`src/design/assert_macros.svh`:
```
// Assertion macros used by the request framer scanner RTL
`ifndef ASSERT_MACROS_SVH
`define ASSERT_MACROS_SVH
`ifndef SYNTHESIS
`define ASSERT_PROP(label, clk, rst, prop, msg) \
   label: assert property (@(posedge clk) disable iff (rst) (prop)) else $error(msg);
`define ASSERT_NEVER(label, clk, rst, expr, msg) \
   label: assert property (@(posedge clk) disable iff (rst) !(expr)) else $error(msg);
`else
`define ASSERT_PROP(label, clk, rst, prop, msg)
`define ASSERT_NEVER(label, clk, rst, expr, msg)
`endif
`endif

```
`src/design/hrf_pkg.sv`:
```
// Types, codes and character constants of the HTTP request framer
package hrf_pkg;

   localparam int OUT_BITS = 21;
   localparam int CFG_BITS = 21;
   localparam logic [CFG_BITS-1:0] MAX_REQUEST_RESET = 21'd1048576;

   localparam logic REQ_DATA  = 1'b0;
   localparam logic REQ_CLOSE = 1'b1;

   localparam logic [4:0] NAME_LEN       = 5'd15;
   localparam logic [4:0] POS_MISMATCH   = 5'd16;
   localparam logic [4:0] POS_LEADING_CR = 5'd17;

   localparam logic [7:0] CH_CR    = 8'h0D;
   localparam logic [7:0] CH_LF    = 8'h0A;
   localparam logic [7:0] CH_SPACE = 8'h20;
   localparam logic [7:0] CH_TAB   = 8'h09;
   localparam logic [7:0] CH_PLUS  = 8'h2B;
   localparam logic [7:0] CH_MINUS = 8'h2D;
   localparam logic [7:0] CH_ZERO  = 8'h30;
   localparam logic [7:0] CH_NINE  = 8'h39;
   localparam logic [7:0] CH_UP_A  = 8'h41;
   localparam logic [7:0] CH_UP_Z  = 8'h5A;
   localparam logic [23:0] TAIL_CRLFCR = 24'h0D0A0D;

   typedef enum logic [2:0] {
      VERDICT_COMPLETE            = 3'd0,
      VERDICT_CLOSED_AFTER_HEADER = 3'd1,
      VERDICT_BAD_LENGTH          = 3'd2,
      VERDICT_TOO_LARGE           = 3'd3,
      VERDICT_CLOSED_EARLY        = 3'd4
   } verdict_type;

   typedef enum logic [1:0] {
      PHASE_IDLE      = 2'd0,
      PHASE_BLANKS    = 2'd1,
      PHASE_SIGN_SEEN = 2'd2,
      PHASE_DIGITS    = 2'd3
   } phase_type;

   typedef struct packed {
      logic       close;
      logic [7:0] data;
   } item_type;

   typedef struct packed {
      verdict_type         verdict;
      logic [OUT_BITS-1:0] head_size;
      logic [OUT_BITS-1:0] body_length;
      logic [OUT_BITS-1:0] bytes_received;
   } result_type;

   function automatic logic [7:0] to_lower(input logic [7:0] c);
      return (c >= CH_UP_A && c <= CH_UP_Z) ? 8'(c + 8'd32) : c;
   endfunction

   // lower-case "content-length:"
   function automatic logic [7:0] name_char(input logic [3:0] pos);
      logic [7:0] ch;
      case (pos)
         4'd0:    ch = 8'h63;
         4'd1:    ch = 8'h6F;
         4'd2:    ch = 8'h6E;
         4'd3:    ch = 8'h74;
         4'd4:    ch = 8'h65;
         4'd5:    ch = 8'h6E;
         4'd6:    ch = 8'h74;
         4'd7:    ch = 8'h2D;
         4'd8:    ch = 8'h6C;
         4'd9:    ch = 8'h65;
         4'd10:   ch = 8'h6E;
         4'd11:   ch = 8'h67;
         4'd12:   ch = 8'h74;
         4'd13:   ch = 8'h68;
         4'd14:   ch = 8'h3A;
         default: ch = 8'h00;
      endcase
      return ch;
   endfunction

endpackage

```
`src/design/hrf_in_reg.sv`:
```
// Input register stage of the request framer
module hrf_in_reg (
   input  logic              clock,
   input  logic              reset,
   input  logic              req_valid,
   output logic              req_ready,
   input  logic              req_type,
   input  logic [7:0]        req_data_byte,
   input  logic              advance,
   output logic              item_valid,
   output hrf_pkg::item_type item
);
   import hrf_pkg::*;

   logic     valid_ff;
   logic     valid_in;
   item_type item_ff;

   assign req_ready  = !valid_ff || advance;
   assign valid_in   = req_ready ? req_valid : valid_ff;
   assign item_valid = valid_ff;
   assign item       = item_ff;

   always_ff @(posedge clock) begin
      if (reset) begin
         valid_ff <= 1'b0;
      end else begin
         valid_ff <= valid_in;
      end
   end

   always_ff @(posedge clock) begin
      if (req_valid && req_ready) begin
         item_ff.close <= req_type;
         item_ff.data  <= req_data_byte;
      end
   end

endmodule

```
`src/design/hrf_scan.sv`:
```
// Per-byte header scanner, length parser and verdict logic
module hrf_scan #(
   parameter int COUNT_BITS = 21
) (
   input  logic                            clock,
   input  logic                            reset,
   input  logic                            csr_wr_en,
   input  logic [hrf_pkg::CFG_BITS-1:0]    csr_wr_data,
   input  logic                            step,
   input  hrf_pkg::item_type               item,
   output logic                            emit,
   output hrf_pkg::result_type             result
);
   import hrf_pkg::*;
   `include "assert_macros.svh"

   localparam int CB1 = COUNT_BITS + 1;
   localparam int VB  = COUNT_BITS + 4;
   localparam logic [32:0] COUNT_MASK = (33'd1 << COUNT_BITS) - 33'd1;

   logic [CFG_BITS-1:0]   max_bytes_ff;
   logic [COUNT_BITS-1:0] byte_count_ff, byte_count_in;
   logic [23:0]           tail_ff, tail_in;
   logic [4:0]            pos_ff, pos_in;
   logic                  line_start_ff, line_start_in;
   logic                  stopped_ff, stopped_in;
   phase_type             phase_ff, phase_in;
   logic                  negative_ff, negative_in;
   logic [COUNT_BITS-1:0] value_ff, value_in;
   logic                  found_ff, found_in;
   logic                  bad_ff, bad_in;
   logic                  hdr_done_ff, hdr_done_in;
   logic [CB1-1:0]        needed_ff, needed_in;

   logic [32:0]           cfg_ext;
   logic [32:0]           lim_ext;
   logic [COUNT_BITS-1:0] lim;

   assign cfg_ext = 33'(max_bytes_ff);
   assign lim_ext = (cfg_ext < COUNT_MASK) ? cfg_ext : COUNT_MASK;
   assign lim     = lim_ext[COUNT_BITS-1:0];

   always_comb begin
      logic [7:0]            c;
      logic [COUNT_BITS-1:0] count_inc;
      logic                  hdr_end;
      logic                  digit;
      logic [3:0]            d;
      logic [VB-1:0]         v_ext;
      logic [VB-1:0]         nv;
      logic [CB1-1:0]        needed;
      logic [COUNT_BITS-1:0] len;
      logic [CB1-1:0]        hb_wide;

      c         = item.data;
      count_inc = byte_count_ff + 1'b1;
      hdr_end   = 1'b0;
      digit     = (c >= CH_ZERO) && (c <= CH_NINE);
      d         = 4'(c - CH_ZERO);
      v_ext     = VB'(value_ff);
      nv        = (v_ext << 3) + (v_ext << 1) + VB'(d);
      needed    = '0;
      len       = '0;
      hb_wide   = '0;

      byte_count_in = byte_count_ff;
      tail_in       = tail_ff;
      pos_in        = pos_ff;
      line_start_in = line_start_ff;
      stopped_in    = stopped_ff;
      phase_in      = phase_ff;
      negative_in   = negative_ff;
      value_in      = value_ff;
      found_in      = found_ff;
      bad_in        = bad_ff;
      hdr_done_in   = hdr_done_ff;
      needed_in     = needed_ff;

      emit                  = 1'b0;
      result.verdict        = VERDICT_COMPLETE;
      result.head_size      = '0;
      result.body_length    = '0;
      result.bytes_received = OUT_BITS'(byte_count_ff);

      if (item.close == REQ_CLOSE) begin
         emit = 1'b1;
         if (hdr_done_ff) begin
            result.verdict     = VERDICT_CLOSED_AFTER_HEADER;
            result.head_size   = OUT_BITS'(needed_ff - CB1'(value_ff));
            result.body_length = OUT_BITS'(value_ff);
         end else begin
            result.verdict = VERDICT_CLOSED_EARLY;
         end
      end else begin
         byte_count_in         = count_inc;
         result.bytes_received = OUT_BITS'(count_inc);
         if (!hdr_done_ff) begin
            hdr_end = (tail_ff == TAIL_CRLFCR) && (c == CH_LF);
            if (phase_ff != PHASE_IDLE) begin
               if (phase_ff == PHASE_BLANKS && (c == CH_SPACE || c == CH_TAB)) begin
                  phase_in = phase_ff;
               end else if (phase_ff == PHASE_BLANKS && (c == CH_PLUS || c == CH_MINUS)) begin
                  negative_in = (c == CH_MINUS);
                  phase_in    = PHASE_SIGN_SEEN;
               end else if (digit) begin
                  if (negative_ff && d != 4'd0) begin
                     bad_in = 1'b1;
                  end
                  if (nv > VB'(lim)) begin
                     bad_in   = 1'b1;
                     value_in = lim;
                  end else begin
                     value_in = nv[COUNT_BITS-1:0];
                  end
                  phase_in = PHASE_DIGITS;
               end else begin
                  if (phase_ff != PHASE_DIGITS) begin
                     bad_in = 1'b1;
                  end
                  phase_in = PHASE_IDLE;
               end
            end else if (!stopped_ff) begin
               if (c == CH_LF && tail_ff[7:0] == CH_CR) begin
                  // empty line ends the search for the length field
                  if (pos_ff == POS_LEADING_CR) begin
                     stopped_in = 1'b1;
                  end
                  pos_in        = '0;
                  line_start_in = 1'b1;
               end else begin
                  if (line_start_ff && c == CH_CR) begin
                     pos_in = POS_LEADING_CR;
                  end else if (pos_ff < NAME_LEN) begin
                     if (to_lower(c) == name_char(pos_ff[3:0])) begin
                        pos_in = 5'(pos_ff + 5'd1);
                        if (5'(pos_ff + 5'd1) == NAME_LEN) begin
                           stopped_in  = 1'b1;
                           found_in    = 1'b1;
                           phase_in    = PHASE_BLANKS;
                           negative_in = 1'b0;
                           value_in    = '0;
                        end
                     end else begin
                        pos_in = POS_MISMATCH;
                     end
                  end else begin
                     pos_in = POS_MISMATCH;
                  end
                  line_start_in = 1'b0;
               end
            end
            tail_in = {tail_ff[15:0], c};
            if (hdr_end) begin
               // the closing LF never touches the length state, so the held values serve
               result.head_size = OUT_BITS'(count_inc);
               if (bad_ff) begin
                  emit           = 1'b1;
                  result.verdict = VERDICT_BAD_LENGTH;
               end else begin
                  len    = found_ff ? value_ff : '0;
                  needed = CB1'(count_inc) + CB1'(len);
                  if (needed > CB1'(lim)) begin
                     emit               = 1'b1;
                     result.verdict     = VERDICT_TOO_LARGE;
                     result.body_length = OUT_BITS'(len);
                  end else if (CB1'(count_inc) >= needed) begin
                     emit               = 1'b1;
                     result.verdict     = VERDICT_COMPLETE;
                     result.body_length = OUT_BITS'(len);
                  end else begin
                     hdr_done_in = 1'b1;
                     needed_in   = needed;
                     value_in    = len;
                  end
               end
            end
         end else if (CB1'(count_inc) >= needed_ff) begin
            emit               = 1'b1;
            result.verdict     = VERDICT_COMPLETE;
            result.head_size   = OUT_BITS'(needed_ff - CB1'(value_ff));
            result.body_length = OUT_BITS'(value_ff);
         end
         // a header found on this byte leaves the count below the limit
         if (!emit && count_inc >= lim) begin
            emit           = 1'b1;
            result.verdict = VERDICT_TOO_LARGE;
            if (hdr_done_ff) begin
               hb_wide            = needed_ff - CB1'(value_ff);
               result.head_size   = OUT_BITS'(hb_wide);
               result.body_length = OUT_BITS'(value_ff);
            end else begin
               result.head_size   = '0;
               result.body_length = '0;
            end
         end
      end
   end

   always_ff @(posedge clock) begin
      if (reset) begin
         max_bytes_ff <= MAX_REQUEST_RESET;
      end else if (csr_wr_en) begin
         max_bytes_ff <= csr_wr_data;
      end
   end

   always_ff @(posedge clock) begin
      if (reset || (step && emit)) begin
         byte_count_ff <= '0;
         tail_ff       <= '0;
         pos_ff        <= '0;
         line_start_ff <= 1'b1;
         stopped_ff    <= 1'b0;
         phase_ff      <= PHASE_IDLE;
         negative_ff   <= 1'b0;
         value_ff      <= '0;
         found_ff      <= 1'b0;
         bad_ff        <= 1'b0;
         hdr_done_ff   <= 1'b0;
         needed_ff     <= '0;
      end else if (step) begin
         byte_count_ff <= byte_count_in;
         tail_ff       <= tail_in;
         pos_ff        <= pos_in;
         line_start_ff <= line_start_in;
         stopped_ff    <= stopped_in;
         phase_ff      <= phase_in;
         negative_ff   <= negative_in;
         value_ff      <= value_in;
         found_ff      <= found_in;
         bad_ff        <= bad_in;
         hdr_done_ff   <= hdr_done_in;
         needed_ff     <= needed_in;
      end
   end

   `ASSERT_PROP(a_restart_after_verdict, clock, reset, step && emit |=> byte_count_ff == '0, "request state not cleared after a verdict")
   `ASSERT_PROP(a_complete_sum, clock, reset, step && emit && result.verdict == VERDICT_COMPLETE |-> result.bytes_received == result.head_size + result.body_length, "complete transaction size mismatch")
   `ASSERT_PROP(a_value_needs_name, clock, reset, phase_ff != PHASE_IDLE |-> found_ff, "value parse without a matched field name")
   `ASSERT_NEVER(a_body_without_parse, clock, reset, hdr_done_ff && phase_ff != PHASE_IDLE, "value parse still open past header end")

endmodule

```
`src/design/hrf_out_reg.sv`:
```
// Result register of the request framer
module hrf_out_reg (
   input  logic                     clock,
   input  logic                     reset,
   input  logic                     load,
   input  hrf_pkg::result_type      result,
   output logic                     room,
   output logic                     rsp_valid,
   input  logic                     rsp_ready,
   output logic [2:0]               rsp_verdict,
   output logic [hrf_pkg::OUT_BITS-1:0] rsp_head_size,
   output logic [hrf_pkg::OUT_BITS-1:0] rsp_body_length,
   output logic [hrf_pkg::OUT_BITS-1:0] rsp_bytes_received
);
   import hrf_pkg::*;

   logic       valid_ff;
   logic       valid_in;
   result_type result_ff;

   assign room     = !valid_ff || rsp_ready;
   assign valid_in = load ? 1'b1 : (rsp_ready ? 1'b0 : valid_ff);

   always_ff @(posedge clock) begin
      if (reset) begin
         valid_ff <= 1'b0;
      end else begin
         valid_ff <= valid_in;
      end
   end

   always_ff @(posedge clock) begin
      if (load) begin
         result_ff <= result;
      end
   end

   assign rsp_valid          = valid_ff;
   assign rsp_verdict        = result_ff.verdict;
   assign rsp_head_size      = result_ff.head_size;
   assign rsp_body_length    = result_ff.body_length;
   assign rsp_bytes_received = result_ff.bytes_received;

endmodule

```
`src/design/http_request_framer_core.sv`:
```
// HTTP request framer top level: input register, byte scanner, result register
// Takes one request byte or connection-close event per transaction and gives one verdict per
// request (complete, closed after header, bad length, too large, closed before header end)
// with header size, Content-Length value and byte count. One transaction is accepted every
// cycle while the result register has room; a verdict is registered in the result register
// once the transaction that causes it leaves the input register, and while a verdict waits
// on rsp_ready the input is held. The rate is set by the update of the per-request scan
// state, which every byte reads and writes. The size limit csr_wr_data takes effect on the
// next byte and should be written between requests or while the block is idle.
module http_request_framer_core #(
   parameter int COUNT_BITS = 21
) (
   input  logic                         clock,
   input  logic                         reset,
   input  logic                         req_valid,
   output logic                         req_ready,
   input  logic                         req_type,
   input  logic [7:0]                   req_data_byte,
   output logic                         rsp_valid,
   input  logic                         rsp_ready,
   output logic [2:0]                   rsp_verdict,
   output logic [hrf_pkg::OUT_BITS-1:0] rsp_head_size,
   output logic [hrf_pkg::OUT_BITS-1:0] rsp_body_length,
   output logic [hrf_pkg::OUT_BITS-1:0] rsp_bytes_received,
   input  logic                         csr_wr_en,
   input  logic [hrf_pkg::CFG_BITS-1:0] csr_wr_data
);
   import hrf_pkg::*;

   logic       item_valid;
   item_type   item;
   logic       room;
   logic       advance;
   logic       emit;
   result_type result;

   assign advance = item_valid && room;

   hrf_in_reg u_in_reg (
      .clock         (clock),
      .reset         (reset),
      .req_valid     (req_valid),
      .req_ready     (req_ready),
      .req_type      (req_type),
      .req_data_byte (req_data_byte),
      .advance       (advance),
      .item_valid    (item_valid),
      .item          (item)
   );

   hrf_scan #(
      .COUNT_BITS (COUNT_BITS)
   ) u_scan (
      .clock       (clock),
      .reset       (reset),
      .csr_wr_en   (csr_wr_en),
      .csr_wr_data (csr_wr_data),
      .step        (advance),
      .item        (item),
      .emit        (emit),
      .result      (result)
   );

   hrf_out_reg u_out_reg (
      .clock              (clock),
      .reset              (reset),
      .load               (advance && emit),
      .result             (result),
      .room               (room),
      .rsp_valid          (rsp_valid),
      .rsp_ready          (rsp_ready),
      .rsp_verdict        (rsp_verdict),
      .rsp_head_size      (rsp_head_size),
      .rsp_body_length    (rsp_body_length),
      .rsp_bytes_received (rsp_bytes_received)
   );

endmodule

```
`config.mk`:
```
export PLATFORM = sky130hd
export DESIGN_NAME = http_request_framer_core
export DESIGN_NICKNAME = d
export VERILOG_FILES = /design/src/design/hrf_pkg.sv /design/src/design/hrf_in_reg.sv /design/src/design/hrf_scan.sv /design/src/design/hrf_out_reg.sv /design/src/design/http_request_framer_core.sv
export VERILOG_INCLUDE_DIRS = /design/src /design/src/design
export SDC_FILE = /design/constraint.sdc
export NUM_CORES = 1
export LEC_CHECK = 0
export BUFFER_PORTS_ARGS = -buffer_cell sky130_fd_sc_hd__buf_2
export CORE_ASPECT_RATIO = 2
export CORE_MARGIN = 2
export CORE_UTILIZATION = 56
export CTS_CLUSTER_DIAMETER = 40
export DETAILED_ROUTE_END_ITERATION = 16
export GPL_TIMING_DRIVEN = 0
export PLACE_DENSITY = 0.83
export SETUP_SLACK_MARGIN = 0.2
export SYNTH_ARGS = -nofsm -noshare
export SYNTH_HDL_FRONTEND = slang
export SYNTH_SLANG_ARGS = --single-unit
```
`constraint.sdc`:
```
create_clock -name clock -period 6.82 [get_ports clock]
set_input_delay 1.364 -clock clock [delete_from_list [all_inputs] [get_ports clock]]
set_output_delay 1.364 -clock clock [all_outputs]
set_load 0.02 [all_outputs]
```
---- Word level (Yosys, flattened, before mapping) ----
Memories as Yosys holds them, arrays and structs flattened. A register that Yosys moved wholly into a read port is not among the register bits.
Cells that the tools add are included.
storage, ports and cells
  word-level logic and storage cells ...... 198
  output and inout port bits .............. 68
  memory bits (read-only) ................. 112
  memories kept ........................... 1
  flip-flop bits (word level) ............. 199
memory list
  memory           depth  width  rd ports  clocked after Yosys merged registers in  write ports  line           text
  (no name shown)  16     7      1         1                                        0            hrf_pkg.sv:61  case (pos)
operators by class
  multiplexer cells ....................... 91
  bitwise gates (word level) .............. 11
  equality and inequality tests ........... 19
  magnitude comparators ................... 11
  $add $sub $neg .......................... 8
  reductions and logical operators ........ 36
operators by type and width
  operator                                            number
  2-to-1 mux 21 bit                                   21
  2-to-1 mux 45 bit                                   4
  2-to-1 mux 42 bit                                   2
  2-to-1 mux 8 bit                                    8
  greater-or-equal comparator 21 x 22 -> 1 bit        2
  2-to-1 mux 1 bit                                    37
  == test 8 x 4 -> 1 bit, second input constant       4
  adder 24 x 22 -> 25 bit                             1
  adder 25 x 4 -> 25 bit                              1
  greater-than comparator 25 x 21 -> 1 bit            1
  == test 24 x 20 -> 1 bit, second input constant     1
  == test 8 x 6 -> 1 bit, second input constant       3
  adder 21 x 21 -> 22 bit                             1
  greater-than comparator 22 x 21 -> 1 bit            1
  2-to-1 mux 2 bit                                    11
  adder 21 x 1 -> 21 bit, second input constant       1
  greater-or-equal comparator 21 bit                  1
  less-than comparator 21 bit, second input constant  1
  subtractor 21 bit                                   1
  2-to-1 mux 5 bit                                    4
  AND reduction 10 bit                                2
  logical AND 1 bit                                   12
  nonzero test 2 bit                                  6
  NOT 1 bit                                           11
  27 further kinds                                    39

---- Depth between registers and ports, before layout ----
Gate-level depths: netlist of run 1.
  depth in word-level cells ............... 19
  depth in mapped cells ................... 34
  gate-level depth less buffers ........... 32

---- Hierarchy ----
From an unflattened synthesis of run 1, not the netlist that was laid out.
unflattened totals
  cells, all modules ...................... 1826
  area total of the unflattened synthesis .. 15656.3 um^2
by module, submodules not included
  module                    area each (um^2)  instances  cells an instance
  hrf_scan                  13290.2           1          1740
  hrf_out_reg               2028.2            1          70
  hrf_in_reg                325.3             1          14
  http_request_framer_core  12.5              1          2

---- Least setup slack after synthesis of run 1 ----
Ideal clock, no wire load.
  path kind ............................... register to register
  start point ............................. reg u_scan.byte_count_ff[0]
  end point ............................... reg with a tool-made name
  setup time .............................. 120 ps
  path slack .............................. 169 ps
  data arrival time ....................... 6532 ps
  stages on the path, launching flop included .. 32
  required time ........................... 6700 ps
  cell sequence ........................... dfxtp_1 nand3_1 inv_1 nand3_1 nor2_1 and3_1 xor2_1 ha_1 and3_1 and4bb_1 nor2_1 nand2_1 a21oi_1 xnor2_1 inv_1 ha_1 a21oi_1 o21ai_0 a2111o_1 a211oi_1 o31ai_1 maj3_1 o221ai_1 a21oi_1 a221oi_4 a31oi_4 buf_2 nor2_1 inv_1 ha_1 nor3_1 a211o_1
RTL lines
  item                      line             text
  start: declaration        hrf_scan.sv:22   logic [COUNT_BITS-1:0] byte_count_ff, byte_count_in;
  start signal: assignment  hrf_scan.sv:222  byte_count_ff <= byte_count_in;

==> impl_metrics.json, run 1 <==
{
  "status": "complete, no violations",
  "overflow": 0,
  "die_h_um": 236,
  "holdBufCountCts": 0,
  "antenna_left": 0,
  "crit_slowest_cell": "a31oi_4",
  "diodes": 0,
  "max_freq_mhz": 151,
  "drv_cap": 0,
  "leakage_uw": 0.00830,
  "wirelength_um": 46700,
  "fin_nets": 2134,
  "p_int_uw": 2260,
  "io_pins": 103,
  "p_seq_frac": 0.429,
  "synth-main-ff-cell": "dfxtp_1",
  "timing.final.crit_share": 0.969,
  "busiest_layer": "met2",
  "yosys-top-cells-area": "dfxtp_1 17%, ha_1 16%, edfxtp_1 15%, a21oi_1 4.5%, nor2_1 4.3%",
  "combPwrFrac": 0.104,
  "nFillCells": 2023,
  "reg2regPathDepth": 34,
  "finish.utilization": 0.680,
  "htree_levels": 1,
  "syn_inst": 1715,
  "fin_worst_skew_ps": 27.7,
  "grt_antenna_before_repair": 0,
  "clkSinkCount": 206,
  "setup_viol": 0,
  "grt_pass1_wl_um": 71400,
  "met2_usage": 0.547,
  "async_flop_share": 0,
  "routed_via_density": 6.17,
  "grt_max_degree": 46,
  "path_class": "register to register",
  "cp.required_ps": 7260,
  "path_clk_slew_ps": 70,
  "wire_per_inst_um": 20.6,
  "cts_buffers": 25,
  "synth_edf_count": 75,
  "ys_ff_latch": 206,
  "dr.pass1.iters": 6,
  "clock_path_buffers": 3,
  "drt_iter0_drc": 1200,
  "gr-usage-met3": 0.0380,
  "grt_use_total": 0.319,
  "core.rowCount": 85,
  "r2r-start": "u_scan.byte_count_ff[1]$_SDFFE_PP0P_",
  "vias": 13986,
  "crit_cells": 34,
  "maxSlewViolCount": 0,
  "cts_root_buf": "clkbuf_16",
  "layout-drive-gt1-share": 0.182,
  "arrival_ps": 7050,
  "clockPowerShare": 0.467,
  "ff2ff_setup_slack_ps": 210,
  "syn_area_per_cell_um2": 8.81,
  "finalNonFillerCells": 2268,
  "globalplace.congestion": 1.01,
  "critPathMaxFanout": 5,
  "period_minus_slack_ps": 6610,
  "ir_drop_mv": 0.227,
  "worst_slew_pin_slew_ps": 1320,
  "synthesis.nets": 1948,
  "dieWidth_um": 120,
  "grtUsageMet1": 0.369,
  "endpoint_kind": "register",
  "dp_hpwl_um": 33000,
  "portBuffers": 100,
  "netlist.area_leader.share": 0.174,
  "dp_cells": 2164,
  "first_global_vias": 13568,
  "critPathTopFamily": "simple AND/OR/NAND/NOR gates",
  "core_mm2": 0.0267,
  "start_kind": "register",
  "cp_slowest_stage_delay_ps": 390,
  "cts_tree": "built",
  "initial_core_util": 0.566,
  "dieArea_mm2": 0.0284,
  "synthDistinctLibCells": 91,
  "worst-path-buf-inv": 6,
  "insertion_delay_ps": 560,
  "powerDensity_mw_per_mm2": 169,
  "hold_class": "register to register",
  "crit_start": "u_scan.byte_count_ff[1]$_SDFFE_PP0P_",
  "finalHoldViolCount": 0,
  "switching_share": 0.263,
  "rsz0062_at_grt": "true",
  "drcViolationCount": 0,
  "ys_seq_area_frac": 0.323,
  "synth_largest_area_cell": "dfxtp_1",
  "ys_warn_count": 0,
  "switchingPower_uw": 804,
  "area_growth_syn_to_layout_pct": 20.1,
  "syn-cell-area_mm2": 0.0151,
  "relSlewSlack": 0.113,
  "setup_tns_ps": 0
}
worst min path at each step:
| stage | startpoint | to | depth (start not counted) |
|---|---|---|---|
| 6_report | u_scan.tail_ff[19]$_SDFFE_PP0P_ | u_scan.tail_ff[19]$_SDFFE_PP0P_ | 2 |
| 4_1_cts | u_scan.tail_ff[19]$_SDFFE_PP0P_ | u_scan.tail_ff[19]$_SDFFE_PP0P_ | 2 |
| 2_1_floorplan | u_scan.tail_ff[16]$_SDFFE_PP0P_ | u_scan.tail_ff[16]$_SDFFE_PP0P_ | 2 |
| 5_1_grt | u_scan.tail_ff[22]$_SDFFE_PP0P_ | u_scan.tail_ff[22]$_SDFFE_PP0P_ | 2 |
| 3_3_place_gp | u_scan.tail_ff[19]$_SDFFE_PP0P_ | u_scan.tail_ff[19]$_SDFFE_PP0P_ | 2 |
| 3_5_place_dp | u_scan.tail_ff[19]$_SDFFE_PP0P_ | u_scan.tail_ff[19]$_SDFFE_PP0P_ | 2 |
synthesized netlist by cell type, drive strengths merged, types with 8 or more instances:
cell / count
nor2: 176
edfxtp: 75
mux2i: 43
a31oi: 18
nand3: 30
o211ai: 30
and2: 54
clkbuf: 37
nor3: 29
o21ai: 58
mux2: 9
nand2: 138
o31ai: 8
dfxtp: 131
a21oi: 135
xnor2: 70
a211oi: 13
a21o: 45
inv: 122
a22o: 11
nand4: 34
o21a: 11
and3: 12
ha: 194
nand2b: 13
xor2: 47
or3: 8
a32o: 13
buf: 31
nor2b: 20
power by group through the flow:
| stage | Sequential, µW | Combinational (µW) | Clock (µW) |
|---|---|---|---|
| global route | 1310 | 342 | 1490 |
| detailed placement | 1340 | 266 | 0 |
| floorplan | 1340 | 177 | 0 |
| global placement | 1340 | 259 | 0 |
| CTS | 1310 | 294 | 1440 |
| finish | 1310 | 318 | 1430 |
metal layers:
layer / part of all wire / vias up / wire length [µm]
met5: 0 / - / 0
met4: 0.075 / 0 / 3510
met3: 0.067 / 203 / 3140
met2: 0.49 / 684 / 22700
met1: 0.37 / 6579 / 17400
li1: - / 6520 / -
state kept, by name (all words and copies together) (netlist names), 21 cells and up, named ones only:
name / flops
u_scan.byte_count_ff: 21
u_out_reg.rsp_bytes_received: 21
u_out_reg.rsp_head_size: 21
u_out_reg.rsp_body_length: 21
u_scan.value_ff: 21
u_scan.tail_ff: 24
u_scan.max_bytes_ff: 21
u_scan.needed_ff: 22
cell type report:
class | instances | area (µm²) | area share
sequential | 206 | 4880 | 0.269
clock inverter | 18 | 233 | 0.0128
multi-input combinational | 1319 | 10100 | 0.557
buffer | 68 | 392 | 0.0216
clock buffer | 28 | 662 | 0.0365
inverter | 123 | 464 | 0.0256
timing repair buffer | 158 | 965 | 0.0531
tap | 348 | 435 | 0.0240
cells by family (layout without fill, tap and decap cells):
family / count (synthesis) / after routing / synth area share
xor gates and xnor gates: 117 / 117 / 0.0695
AOI/OAI and AO/OA: 404 / 405 / 0.178
and+or+nand+nor: 546 / 546 / 0.176
muxes: 52 / 52 / 0.0352
DFF: 206 / 206 / 0.323
adders and majority gates: 199 / 199 / 0.167
buffers and inverters: 191 / 395 / 0.0522
placed cells by master (no fill, tap or decap), types with 7 or more instances in the layout:
master	instances
a211oi_1	11
a21o_1	45
a21oi_1	129
a22o_1	11
a31oi_1	15
a32o_1	13
and2_1	53
and3_1	9
buf_2	110
buf_4	66
buf_6	7
clkbuf_1	27
clkbuf_16	26
clkbuf_2	8
dfxtp_1	128
edfxtp_1	75
ha_1	186
ha_4	8
inv_1	120
mux2_2	9
mux2i_1	43
nand2_1	138
nand2b_1	11
nand3_1	24
nand4_1	33
nor2_1	168
nor2b_1	20
nor3_1	28
o211ai_1	30
o21a_1	11
o21ai_0	50
o22ai_1	7
or3_1	7
xnor2_1	54
xnor2_2	9
xnor2_4	7
xor2_1	38
worst min-delay path: cells and delay by family, from the launching register on:
kind / cells / cell delay, ps
flip-flops: 1 / 310
AO/OA/AOI/OAI: 1 / 50
AND/OR/NAND/NOR: 1 / 50
repair_timing:
item | 4_1_cts | 5_1_grt
buffers inserted | 24 | 33
cloned | 1 | 0
setup endpoints to repair | 218 | 148
pin swaps | 20 | 36
resized for setup | 90 | 54
through the flow:
stage | total power (µW) | setup slack [ps] | area, µm² | hold slack (ps)
floorplan | 1520 | 290 | 15100 | 430
global placement | 1600 | -1670 | 16100 | 442
detailed placement | 1610 | -1500 | 16100 | 450
CTS | 3040 | 166 | 17700 | 458
global route | 3140 | -24.6 | 18200 | 486
finish | 3060 | 210 | 18200 | 456
No activity file was read; power rests on OpenSTA's default activity.
==> run 2: changes to the inputs <==
Settings changed: CORE_MARGIN 2 to 4.
==> impl_metrics.json, run 2 (same netlist as run 1, synthesis figures left out) <==
{
  "die_h_um": 240,
  "max_freq_mhz": 150,
  "cp.required_ps": 7180,
  "cts_buffers": 23,
  "endpoint_kind": "register",
  "rsz0062_at_grt": "false",
  "leakage_uw": 0.00832,
  "grt_pass1_wl_um": 76700,
  "grt_antenna_before_repair": 0,
  "dr.pass1.iters": 5,
  "dieWidth_um": 124,
  "holdBufCountCts": 0,
  "grt_use_total": 0.337,
  "postPlaceCellArea_mm2": 0.0161,
  "ir_drop_mv": 0.223,
  "htree_levels": 1,
  "core.rowCount": 84,
  "io_pins": 103,
  "final_area_mm2": 0.0183,
  "finalNonFillerCells": 2269,
  "core_mm2": 0.0265,
  "layout_common_cells": "183 x ha_1, 166 x nor2_1, 137 x nand2_1",
  "insertion_delay_ps": 550,
  "critPathMaxFanout": 9,
  "clock_path_buffers": 3,
  "maxSlewViolCount": 0,
  "wirelength_um": 52200,
  "path_class": "register to register",
  "cts_tree": "built",
  "powerDensity_mw_per_mm2": 165,
  "layout-drive-gt1-share": 0.192,
  "cts_root_buf": "clkbuf_16",
  "portBuffers": 100,
  "power_uw": 3020,
  "worst_slew_pin_slew_ps": 1320,
  "drcViolationCount": 0,
  "finalHoldViolCount": 0,
  "status": "complete, no violations",
  "wire_per_inst_um": 23.0,
  "arrival_ps": 7040,
  "dp_cells": 2160,
  "hold_class": "register to register",
  "globalplace.congestion": 0.969,
  "relSlewSlack": 0.113,
  "whs_ps": 456,
  "area_growth_syn_to_layout_pct": 21.2,
  "setup_tns_ps": 0,
  "path_clk_slew_ps": 70,
  "fin_worst_skew_ps": 18.1,
  "final_common_cell": "ha_1",
  "grt_max_degree": 64,
  "first_global_vias": 14520,
  "antenna_left": 0,
  "clkSinkCount": 206,
  "dp_hpwl_um": 38200,
  "drv_cap": 0,
  "vias": 14418,
  "overflow": 0,
  "top_regs": "u_scan.tail_ff (24), u_scan.needed_ff (22)",
  "initial_core_util": 0.571,
  "start_kind": "register",
  "drt_iter0_drc": 969,
  "timing.final.crit_share": 0.979,
  "fin_nets": 2139,
  "setup_viol": 0,
  "largest_reg_flops": 24,
  "routed_via_density": 6.35,
  "period_minus_slack_ps": 6680,
  "nFillCells": 2032,
  "dieArea_mm2": 0.0298,
  "top_register": "u_scan.tail_ff"
}
==> run 2: final timing paths <==
path              depth (start not counted)                                     to                                  from  slack (ps)
setup / recovery                         26  u_out_reg.rsp_head_size[10]$_DFFE_PP_  u_scan.byte_count_ff[0]$_SDFFE_PP0P_         140
hold / removal                            2        u_scan.tail_ff[16]$_SDFFE_PP0P_       u_scan.tail_ff[16]$_SDFFE_PP0P_         460
setup reg to reg                         26  u_out_reg.rsp_head_size[10]$_DFFE_PP_  u_scan.byte_count_ff[0]$_SDFFE_PP0P_         140
hold reg to reg                           2        u_scan.tail_ff[16]$_SDFFE_PP0P_       u_scan.tail_ff[16]$_SDFFE_PP0P_         460
==> run 2: layout make-up <==
type / instances / area (µm²) / share of cell area
Antenna cell: 2 / 5.00 / 0.000273
Inverter: 123 / 462 / 0.0252
Timing Repair Buffer: 166 / 1050 / 0.0573
Clock buffer: 28 / 636 / 0.0347
Clock inverter: 14 / 196 / 0.0107
Tap cell: 344 / 430 / 0.0235
Buffer: 68 / 432 / 0.0236
Sequential cell: 206 / 4890 / 0.267
Multi-Input combinational cell: 1318 / 10200 / 0.558
==> run 2: what timing repair did <==
item,in CTS,in global routing
pin swaps,20,49
setup endpoints to repair,218,158
cloned,0,1
resized for setup,105,78
setup buffers,24,40
==> run 2: per-layer routing <==
metal  global-route usage  part of all wire  wire length (µm)
met5                    0                 0                 0
met4                0.354              0.13              6620
met3               0.0513             0.058              3000
met2                0.595              0.50             26400
met1                0.304              0.31             16200
==> run 2: power breakdown <==
group	internal, µW	switching (µW)
clock network	769	600
registers	1290	20.5
logic	123	212
total	2180	833
==> run 2: stage by stage <==
step	util	worst slack, ps
2_1_floorplan	-	290
3_3_place_gp	0.606	-1890
3_5_place_dp	0.607	-1960
4_1_cts	0.666	203
5_1_grt	0.691	61.8
6_report	0.692	144
==> run 2: worst max-delay path: stages, from the launching register on <==
cell	delay, ps
dfxtp_4	390
ha_4	200
nand4_1	140
or3_4	370
buf_8	160
inv_1	110
nand3_4	140
xnor2_2	450
ha_1	400
o21ai_0	150
o21ai_1	220
o211ai_1	210
a2bb2oi_2	220
and2_1	170
o311a_1	360
inv_1	110
ha_1	280
nand4_1	210
nor4_4	90
and4b_2	270
buf_4	140
a211oi_4	240
nor2_4	80
buf_4	170
a31oi_4	500
nand2_1	430
o22ai_1	290
